--- config.mk ---
export PLATFORM = sky130hd
export DESIGN_NAME = source_text_tokenizer_unit
export DESIGN_NICKNAME = d
export VERILOG_FILES = /design/src/sttu_pkg.sv /design/src/sttu_scan.sv /design/src/source_text_tokenizer_unit.sv
export SDC_FILE = /design/constraint.sdc
export NUM_CORES = 1
export LEC_CHECK = 0
export BUFFER_PORTS_ARGS = -buffer_cell sky130_fd_sc_hd__buf_2
export CORE_ASPECT_RATIO = 1.2
export CORE_MARGIN = 5
export CORE_UTILIZATION = 52
export CTS_BUF_LIST = sky130_fd_sc_hd__clkbuf_2
export CTS_CLUSTER_DIAMETER = 40
export DETAILED_ROUTE_END_ITERATION = 10
export MAX_ROUTING_LAYER = met4
export PLACE_DENSITY = 0.68
export SETUP_SLACK_MARGIN = 0.1
export SYNTH_ARGS = -nofsm -noshare
export SYNTH_HDL_FRONTEND = slang
export SYNTH_HIERARCHICAL = 1
export SYNTH_SLANG_ARGS = --single-unit
--- constraint.sdc ---
create_clock -name aclk -period 19.7 [get_ports aclk]
set_input_delay 0.985 -clock aclk [delete_from_list [all_inputs] [get_ports aclk]]
set_output_delay 0.985 -clock aclk [all_outputs]
set_load 0.01 [all_outputs]
--- src/sttu_pkg.sv ---
// ---------------------------------------------------------------------------
// Source text tokenizer package
// Shared widths, token kind codes and beat types for the tokenizer.
// ---------------------------------------------------------------------------
package sttu_pkg;

    localparam int POS_WIDTH  = 32;
    localparam int LEN_WIDTH  = 16;
    localparam int KIND_WIDTH = 5;

    localparam int FIFO_DEPTH = 4;
    localparam int FIFO_PTR_W = $clog2(FIFO_DEPTH);
    localparam int FIFO_CNT_W = $clog2(FIFO_DEPTH + 1);

    typedef logic [KIND_WIDTH-1:0] kind_t;

    localparam kind_t K_EOF     = 5'd0;
    localparam kind_t K_STRING  = 5'd1;
    localparam kind_t K_IDENT   = 5'd2;
    localparam kind_t K_NUMBER  = 5'd3;
    localparam kind_t K_LPAREN  = 5'd4;
    localparam kind_t K_RPAREN  = 5'd5;
    localparam kind_t K_LBRACE  = 5'd6;
    localparam kind_t K_RBRACE  = 5'd7;
    localparam kind_t K_HASH    = 5'd8;
    localparam kind_t K_AT      = 5'd9;
    localparam kind_t K_PLUS    = 5'd10;
    localparam kind_t K_MINUS   = 5'd11;
    localparam kind_t K_STAR    = 5'd12;
    localparam kind_t K_DIV     = 5'd13;
    localparam kind_t K_LT      = 5'd14;
    localparam kind_t K_LE      = 5'd15;
    localparam kind_t K_GT      = 5'd16;
    localparam kind_t K_GE      = 5'd17;
    localparam kind_t K_NOT     = 5'd18;
    localparam kind_t K_NE      = 5'd19;
    localparam kind_t K_ASSIGN  = 5'd20;
    localparam kind_t K_EQ      = 5'd21;
    localparam kind_t K_COLON   = 5'd22;
    localparam kind_t K_SEMI    = 5'd23;
    localparam kind_t K_INVALID = 5'd24;
    localparam kind_t K_UNTERM  = 5'd25;
    localparam kind_t K_ESCEOF  = 5'd26;

    typedef struct packed {
        kind_t                kind;
        logic [POS_WIDTH-1:0] start;
        logic [LEN_WIDTH-1:0] len;
        logic                 last;
    } token_t;

    typedef struct packed {
        logic [1:0] count;
        token_t     tok0;
        token_t     tok1;
    } scan_res_t;

endpackage

--- src/sttu_scan.sv ---
// ---------------------------------------------------------------------------
// Tokenizer scanner
// Holds the scan mode, the byte offset and the pending token, and turns one
// byte into zero, one or two tokens.
// ---------------------------------------------------------------------------
module sttu_scan (
    input  logic               aclk,
    input  logic               aresetn,
    input  logic               en,
    input  logic [7:0]         text_byte,
    output sttu_pkg::scan_res_t res
);
    import sttu_pkg::*;

    localparam int MODE_WIDTH = 4;

    localparam logic [MODE_WIDTH-1:0] M_IDLE    = 4'd0;
    localparam logic [MODE_WIDTH-1:0] M_STR     = 4'd1;
    localparam logic [MODE_WIDTH-1:0] M_ESC     = 4'd2;
    localparam logic [MODE_WIDTH-1:0] M_IDENT   = 4'd3;
    localparam logic [MODE_WIDTH-1:0] M_NUM     = 4'd4;
    localparam logic [MODE_WIDTH-1:0] M_SLASH   = 4'd5;
    localparam logic [MODE_WIDTH-1:0] M_COMMENT = 4'd6;
    localparam logic [MODE_WIDTH-1:0] M_LT      = 4'd7;
    localparam logic [MODE_WIDTH-1:0] M_GT      = 4'd8;
    localparam logic [MODE_WIDTH-1:0] M_BANG    = 4'd9;
    localparam logic [MODE_WIDTH-1:0] M_EQ      = 4'd10;

    localparam logic [7:0] CH_NUL    = 8'h00;
    localparam logic [7:0] CH_TAB    = 8'h09;
    localparam logic [7:0] CH_LF     = 8'h0A;
    localparam logic [7:0] CH_CR     = 8'h0D;
    localparam logic [7:0] CH_SPACE  = 8'h20;
    localparam logic [7:0] CH_BANG   = 8'h21;
    localparam logic [7:0] CH_QUOTE  = 8'h22;
    localparam logic [7:0] CH_HASH   = 8'h23;
    localparam logic [7:0] CH_LPAREN = 8'h28;
    localparam logic [7:0] CH_RPAREN = 8'h29;
    localparam logic [7:0] CH_STAR   = 8'h2A;
    localparam logic [7:0] CH_PLUS   = 8'h2B;
    localparam logic [7:0] CH_MINUS  = 8'h2D;
    localparam logic [7:0] CH_SLASH  = 8'h2F;
    localparam logic [7:0] CH_COLON  = 8'h3A;
    localparam logic [7:0] CH_SEMI   = 8'h3B;
    localparam logic [7:0] CH_LT     = 8'h3C;
    localparam logic [7:0] CH_EQUAL  = 8'h3D;
    localparam logic [7:0] CH_GT     = 8'h3E;
    localparam logic [7:0] CH_AT     = 8'h40;
    localparam logic [7:0] CH_BSLASH = 8'h5C;
    localparam logic [7:0] CH_UNDER  = 8'h5F;
    localparam logic [7:0] CH_LBRACE = 8'h7B;
    localparam logic [7:0] CH_RBRACE = 8'h7D;

    typedef struct packed {
        logic [MODE_WIDTH-1:0] mode;
        logic                  open_tok;
        logic                  emit;
        kind_t                 kind;
    } idle_t;

    function automatic logic is_alpha(input logic [7:0] b);
        return (b >= 8'h61 && b <= 8'h7A) || (b >= 8'h41 && b <= 8'h5A) || b == CH_UNDER;
    endfunction

    function automatic logic is_decimal(input logic [7:0] b);
        return b >= 8'h30 && b <= 8'h39;
    endfunction

    function automatic idle_t idle_step(input logic [7:0] b);
        idle_t r;
        r      = '0;
        r.mode = M_IDLE;
        r.kind = K_EOF;
        if (b == CH_SPACE || b == CH_LF || b == CH_CR || b == CH_TAB) begin
            r.emit = 1'b0;
        end else if (b == CH_NUL) begin
            r.emit = 1'b1;
        end else if (b == CH_QUOTE) begin
            r.mode = M_STR;   r.open_tok = 1'b1;
        end else if (is_alpha(b)) begin
            r.mode = M_IDENT; r.open_tok = 1'b1;
        end else if (is_decimal(b)) begin
            r.mode = M_NUM;   r.open_tok = 1'b1;
        end else begin
            case (b)
                CH_SLASH:  begin r.mode = M_SLASH; r.open_tok = 1'b1; end
                CH_LT:     begin r.mode = M_LT;    r.open_tok = 1'b1; end
                CH_GT:     begin r.mode = M_GT;    r.open_tok = 1'b1; end
                CH_BANG:   begin r.mode = M_BANG;  r.open_tok = 1'b1; end
                CH_EQUAL:  begin r.mode = M_EQ;    r.open_tok = 1'b1; end
                CH_LPAREN: begin r.emit = 1'b1; r.kind = K_LPAREN; end
                CH_RPAREN: begin r.emit = 1'b1; r.kind = K_RPAREN; end
                CH_LBRACE: begin r.emit = 1'b1; r.kind = K_LBRACE; end
                CH_RBRACE: begin r.emit = 1'b1; r.kind = K_RBRACE; end
                CH_HASH:   begin r.emit = 1'b1; r.kind = K_HASH; end
                CH_AT:     begin r.emit = 1'b1; r.kind = K_AT; end
                CH_PLUS:   begin r.emit = 1'b1; r.kind = K_PLUS; end
                CH_MINUS:  begin r.emit = 1'b1; r.kind = K_MINUS; end
                CH_STAR:   begin r.emit = 1'b1; r.kind = K_STAR; end
                CH_COLON:  begin r.emit = 1'b1; r.kind = K_COLON; end
                CH_SEMI:   begin r.emit = 1'b1; r.kind = K_SEMI; end
                default:   begin r.emit = 1'b1; r.kind = K_INVALID; end
            endcase
        end
        return r;
    endfunction

    logic [MODE_WIDTH-1:0] mode_reg, mode_next;
    logic [POS_WIDTH-1:0]  pos_reg, pos_next;
    logic [POS_WIDTH-1:0]  start_reg, start_next;
    logic [LEN_WIDTH-1:0]  len_reg, len_next;

    logic [LEN_WIDTH-1:0]  grown;
    idle_t                 idl;
    logic                  run_idle;
    logic                  idle_emit;
    logic                  op_v;
    kind_t                 op_kind;
    token_t                pre_tok;
    logic                  pre_v;
    token_t                idle_tok;

    always_comb begin
        grown      = (len_reg == '1) ? len_reg : len_reg + LEN_WIDTH'(1);
        idl        = idle_step(text_byte);
        mode_next  = mode_reg;
        start_next = start_reg;
        len_next   = len_reg;
        run_idle   = 1'b0;
        op_v       = 1'b0;
        op_kind    = K_LT;
        pre_v      = 1'b0;
        pre_tok    = '{kind: K_EOF, start: start_reg, len: len_reg, last: 1'b0};

        unique case (mode_reg)
            M_STR: begin
                if (text_byte == CH_QUOTE) begin
                    len_next     = grown;
                    pre_v        = 1'b1;
                    pre_tok.kind = K_STRING;
                    pre_tok.len  = grown;
                    mode_next    = M_IDLE;
                end else if (text_byte == CH_NUL) begin
                    pre_v        = 1'b1;
                    pre_tok.kind = K_UNTERM;
                    run_idle     = 1'b1;
                end else begin
                    len_next = grown;
                    if (text_byte == CH_BSLASH) begin
                        mode_next = M_ESC;
                    end
                end
            end
            M_ESC: begin
                if (text_byte == CH_NUL) begin
                    pre_v        = 1'b1;
                    pre_tok.kind = K_ESCEOF;
                    run_idle     = 1'b1;
                end else begin
                    len_next  = grown;
                    mode_next = M_STR;
                end
            end
            M_IDENT: begin
                if (is_alpha(text_byte) || is_decimal(text_byte)) begin
                    len_next = grown;
                end else begin
                    pre_v        = 1'b1;
                    pre_tok.kind = K_IDENT;
                    run_idle     = 1'b1;
                end
            end
            M_NUM: begin
                if (is_decimal(text_byte)) begin
                    len_next = grown;
                end else begin
                    pre_v        = 1'b1;
                    pre_tok.kind = K_NUMBER;
                    run_idle     = 1'b1;
                end
            end
            M_SLASH: begin
                if (text_byte == CH_SLASH) begin
                    mode_next = M_COMMENT;
                end else begin
                    pre_v        = 1'b1;
                    pre_tok.kind = K_DIV;
                    pre_tok.len  = LEN_WIDTH'(1);
                    run_idle     = 1'b1;
                end
            end
            M_COMMENT: begin
                if (text_byte == CH_LF) begin
                    mode_next = M_IDLE;
                end else if (text_byte == CH_NUL) begin
                    run_idle = 1'b1;
                end
            end
            M_LT:   begin op_v = 1'b1; op_kind = K_LT; end
            M_GT:   begin op_v = 1'b1; op_kind = K_GT; end
            M_BANG: begin op_v = 1'b1; op_kind = K_NOT; end
            M_EQ:   begin op_v = 1'b1; op_kind = K_ASSIGN; end
            default: begin
                run_idle = 1'b1;
            end
        endcase

        if (op_v) begin
            pre_v = 1'b1;
            if (text_byte == CH_EQUAL) begin
                pre_tok.kind = op_kind + KIND_WIDTH'(1);
                pre_tok.len  = LEN_WIDTH'(2);
                mode_next    = M_IDLE;
            end else begin
                pre_tok.kind = op_kind;
                pre_tok.len  = LEN_WIDTH'(1);
                run_idle     = 1'b1;
            end
        end

        if (run_idle) begin
            mode_next = idl.mode;
            if (idl.open_tok) begin
                start_next = pos_reg;
                len_next   = LEN_WIDTH'(1);
            end
        end

        if (text_byte == CH_NUL) begin
            mode_next  = M_IDLE;
            pos_next   = '0;
            start_next = '0;
            len_next   = '0;
        end else begin
            pos_next = pos_reg + POS_WIDTH'(1);
        end

        idle_emit = run_idle && idl.emit;
        idle_tok  = '{kind: idl.kind, start: pos_reg,
                      len: (idl.kind == K_EOF) ? LEN_WIDTH'(0) : LEN_WIDTH'(1),
                      last: 1'b1};
        pre_tok.last = !idle_emit;

        res.count = {1'b0, pre_v} + {1'b0, idle_emit};
        res.tok0  = pre_v ? pre_tok : idle_tok;
        res.tok1  = idle_tok;
    end

    always_ff @(posedge aclk) begin
        if (!aresetn) begin
            mode_reg  <= M_IDLE;
            pos_reg   <= '0;
            start_reg <= '0;
            len_reg   <= '0;
        end else if (en) begin
            mode_reg  <= mode_next;
            pos_reg   <= pos_next;
            start_reg <= start_next;
            len_reg   <= len_next;
        end
    end

endmodule

--- src/source_text_tokenizer_unit.sv ---
// ---------------------------------------------------------------------------
// Source text tokenizer
// Streaming lexer: one text byte per input beat, one token per output beat.
// ---------------------------------------------------------------------------
// The block takes one byte per cycle while the four-entry result queue has
// room for two tokens. A byte is registered on acceptance and scanned once
// that room is there; the tokens it completes are written into the queue. A
// byte that both closes a pending token and forms another gives two beats,
// and the result side then moves one beat per cycle while the receiver is
// ready. Byte 0 ends the text: it always yields an end-of-text token, and the
// next byte starts at offset 0.
module source_text_tokenizer_unit (
    input  logic                           aclk,
    input  logic                           aresetn,
    input  logic                           s_valid,
    output logic                           s_ready,
    input  logic [7:0]                     s_text_byte,
    output logic                           m_valid,
    input  logic                           m_ready,
    output logic [sttu_pkg::KIND_WIDTH-1:0] m_token_kind,
    output logic [sttu_pkg::POS_WIDTH-1:0]  m_start_pos,
    output logic [sttu_pkg::LEN_WIDTH-1:0]  m_token_len,
    output logic                           m_last_of_run
);
    import sttu_pkg::*;

    logic                  in_valid_reg;
    logic [7:0]            in_byte_reg;
    logic                  fire;
    logic                  pop;
    scan_res_t             res;

    token_t                fifo_reg [FIFO_DEPTH];
    logic [FIFO_PTR_W-1:0] rd_ptr_reg;
    logic [FIFO_PTR_W-1:0] wr_ptr_reg;
    logic [FIFO_CNT_W-1:0] count_reg;
    logic [FIFO_CNT_W-1:0] count_next;
    token_t                head;

    assign fire    = in_valid_reg && (count_reg <= FIFO_CNT_W'(FIFO_DEPTH - 2));
    assign s_ready = !in_valid_reg || fire;
    assign m_valid = count_reg != '0;
    assign pop     = m_valid && m_ready;

    assign head          = fifo_reg[rd_ptr_reg];
    assign m_token_kind  = head.kind;
    assign m_start_pos   = head.start;
    assign m_token_len   = head.len;
    assign m_last_of_run = head.last;

    sttu_scan u_scan (
        .aclk      (aclk),
        .aresetn   (aresetn),
        .en        (fire),
        .text_byte (in_byte_reg),
        .res       (res)
    );

    always_comb begin
        count_next = count_reg;
        if (fire) begin
            count_next = count_next + FIFO_CNT_W'(res.count);
        end
        if (pop) begin
            count_next = count_next - FIFO_CNT_W'(1);
        end
    end

    always_ff @(posedge aclk) begin
        if (!aresetn) begin
            in_valid_reg <= 1'b0;
            rd_ptr_reg   <= '0;
            wr_ptr_reg   <= '0;
            count_reg    <= '0;
        end else begin
            if (s_ready) begin
                in_valid_reg <= s_valid;
            end
            if (fire) begin
                wr_ptr_reg <= wr_ptr_reg + FIFO_PTR_W'(res.count);
            end
            if (pop) begin
                rd_ptr_reg <= rd_ptr_reg + FIFO_PTR_W'(1);
            end
            count_reg <= count_next;
        end
    end

    always_ff @(posedge aclk) begin
        if (s_ready) begin
            in_byte_reg <= s_text_byte;
        end
        if (fire && res.count != 2'd0) begin
            fifo_reg[wr_ptr_reg] <= res.tok0;
        end
        if (fire && res.count == 2'd2) begin
            fifo_reg[wr_ptr_reg + FIFO_PTR_W'(1)] <= res.tok1;
        end
    end

endmodule

==> impl_metrics.py <==
metrics = {
    "timing": {
        "max_slew_margin": 0.266,
        "tightest_slew_ps": 1100,
        "fin_setup_tns_ps": 0,
        "fin_worst_skew_ps": 62.7,
        "fmax_ghz": 0.173,
        "layout_min_cycle_time_ps": 5770,
        "hold_violations": 0,
        "drv_slew": 0,
        "final-setup-viol-count": 0,
        "rsz0062_at_grt": "false",
        "timing.final.crit_share": 0.293,
    },
    "cts": {
        "cts_resized": 0,
        "cts.reportedPaths.clkPinSlew_ps": 90,
        "cts.sinks": 318,
        "clk_latency_ps": 880,
        "cts_root_buf": "clkbuf_2",
        "postCtsHoldBufs": 0,
        "cts.path.max_buffers": 3,
        "post_cts_buffers": 0,
        "tritoncts": "built",
        "htree_num_levels": 3,
        "cts_made_buffers": 80,
    },
    "worst_setup_path": {
        "critPathBufInv": 3,
        "startpoint_type": "flip-flop",
        "worstRegToRegCells": 13,
        "cp.required_ps": 20280,
        "slowest_stage": "nand3b_1",
        "crit_fanout": 42,
        "endpoint_kind": "flip-flop",
        "r2r_end": "fifo_reg[3][35]",
        "rrSetupSlack_ps": 13930,
        "max_stage_delay_ps": 780,
        "crit_cells": 13,
        "critPathTopFamily": "simple AND/OR/NAND/NOR gates",
        "path_class": "flip-flop to flip-flop",
        "reg2reg_from": "in_byte_reg[4]",
        "arrival_ps": 6360,
        "crit_chain": "nor4_1 -> and3_1 -> nor2_1 -> o21ai_2 -> nor3_4 -> buf_4 -> inv_1 -> ha_1 -> nand2b_1 -> nor3_4 -> nand3b_1 -> buf_4 -> mux2_4",
    },
    "global_routing": {
        "grt_max_degree": 55,
        "grt_pass1_wl_um": 62200,
        "grt_pass1_vias": 11400,
        "grtUsageTotal": 0.220,
        "grt_overflow_total": 0,
        "antenna_found_initial": 1,
    },
    "detailed_routing": {
        "drc": 0,
        "postRouteAntennaNets": 0,
        "num_vias": 11100,
        "first_pass_iters": 6,
        "avgViaCountPerCell": 6.03,
        "drtIter0Drc": 778,
        "avgRoutedWirePerCell_um": 21.3,
        "drt_wl_total_um": 39100,
    },
    "logic_synthesis": {
        "synth-main-ff-cell": "edfxtp_1",
        "synth_warnings": 6,
        "ys_types": 90,
        "synthCells": 1287,
        "synth_area_um2": 16900,
        "synth_seq_cells": 318,
        "synth-edff-count": 224,
        "seq_area_frac_synth": 0.509,
        "async_flop_share": 0,
        "avgSynthCellArea_um2": 13.2,
    },
    "place": {
        "hpwl_um": 23100,
        "portBuffers": 67,
        "place_area_um2": 17400,
        "gp_congestion": 0.934,
    },
    "finish": {
        "drive_gt1_frac": 0.371,
        "areaGrowthSynthToFinish_pct": 7.44,
        "final_common_cell": "edfxtp_1",
        "largest_reg_flops": 216,
        "design_area_um2": 18200,
        "final_nets": 1386,
        "regArea_um2": 8610,
        "nFillCells": 2673,
        "final_cell_mix": "edfxtp_1 (224), mux2_2 (167), clkbuf_2 (125)",
        "multi_input_area_um2": 7770,
    },
    "min_path": {
        "holdPathEnd": "in_byte_reg[2]",
        "hold_start": "s_text_byte[2]",
        "holdPathStages": 1,
        "min_path_type": "input port to flip-flop",
    },
    "pwr": {
        "powerDensity_nw_per_um2": 86.4,
        "vdd.ir_drop.worst_v": 0.0000814,
        "leakage_nw": 6.82,
    },
    "die": {
        "die_w_um": 175,
        "die_area_um2": 36300,
        "io_pins": 68,
        "start_util": 0.526,
        "row_count": 72,
        "die_h_um": 208,
        "coreArea_um2": 32200,
    },
    "job": {
        "drv_cap": 0,
    },
    "run_status": {
        "status": "complete, no violations",
    },
}
[area by class of cell]
class,count,area share
Clock buffer,125,0.0344
Multi-Input combinational cell,867,0.427
Inverter,15,0.00310
Clock inverter,16,0.00819
Sequential cell,318,0.474
Timing Repair Buffer,84,0.0255
Antenna cell,1,0.000138
Tap cell,407,0.0280
[power breakdown]
part / total (W) / switching, W / internal (W)
sequential: 0.000788 / 0.0000358 / 0.000752
combinational: 0.000313 / 0.000169 / 0.000144
clock: 0.000471 / 0.000265 / 0.000206
[per-stage QoR]
stage	instances	hold WS (ps)	power (W)	utilization	setup WS, ps
final	1833	274	0.00157	0.565	13930
after global routing	1833	227	0.00166	0.565	13690
after CTS	1832	189	0.00160	0.565	14030
after detailed placement	1691	462	0.00112	0.541	14070
after global placement	1691	457	0.00112	0.541	14100
after floorplan	1301	445	0.00102	-	12480
[cell families (layout without fill, tap and decap cells)]
| group | Yosys count | in the layout | synth area share |
|---|---|---|---|
| AO/OA/AOI/OAI | 186 | 186 | 0.0787 |
| XOR/XNOR | 33 | 33 | 0.0171 |
| adder cells (fa/ha/maj) | 8 | 8 | 0.00636 |
| buffers and inverters | 116 | 240 | 0.0375 |
| flip-flops | 318 | 318 | 0.509 |
| multiplexers | 307 | 307 | 0.251 |
| other | 2 | 17 | 0.000444 |
| AND/OR/NAND/NOR | 317 | 317 | 0.101 |
[metal layers]
metal	part of all wire	GRT usage
met3	0.046	0.0399
met1	0.41	0.262
met4	0.023	0.0696
met2	0.52	0.381
met5	0	-
[worst max-delay path by stage]
stage / from / end / slack, ps
2_1_floorplan: in_byte_reg[6] / fifo_reg[1][0] / 12480
5_1_grt: in_byte_reg[4] / fifo_reg[3][44] / 13690
3_5_place_dp: in_byte_reg[4] / fifo_reg[3][1] / 14070
6_report: in_byte_reg[4] / fifo_reg[3][35] / 13930
4_1_cts: in_byte_reg[4] / fifo_reg[3][41] / 14030
3_3_place_gp: in_byte_reg[4] / fifo_reg[3][53] / 14100
[synthesized netlist by cell type, types with 6 or more instances]
cell      instances  area [µm²]
ha_1              7        87.6
dfxtp_1          94        1880
buf_4            18         135
nor2b_1          11        68.8
clkbuf_1         31         116
inv_1            15        56.3
o21ai_0          29         145
a21oi_1          40         200
edfxtp_1        224        6730
mux4_2           54        1220
nor3_1           19        95.1
and2_1           11        68.8
o31ai_1           7        52.6
nand2b_1         12        75.1
buf_2            32         160
buf_6            12         135
buf_1             7        26.3
mux2_2          167        1880
a211o_1           6        52.6
or3_1            15        93.8
xnor2_1          10        87.6
nor2_1           76         285
xor2_1           23         201
a22o_1           32         280
a31oi_1          11        68.8
mux2_1           31         349
nand2_1          60         225
mux2_4           50         751
and3_1           22         138
nand3_1          31         155
nand4_1          17         106
and4_1            9        78.8
Power figures use the tool's default switching activity.
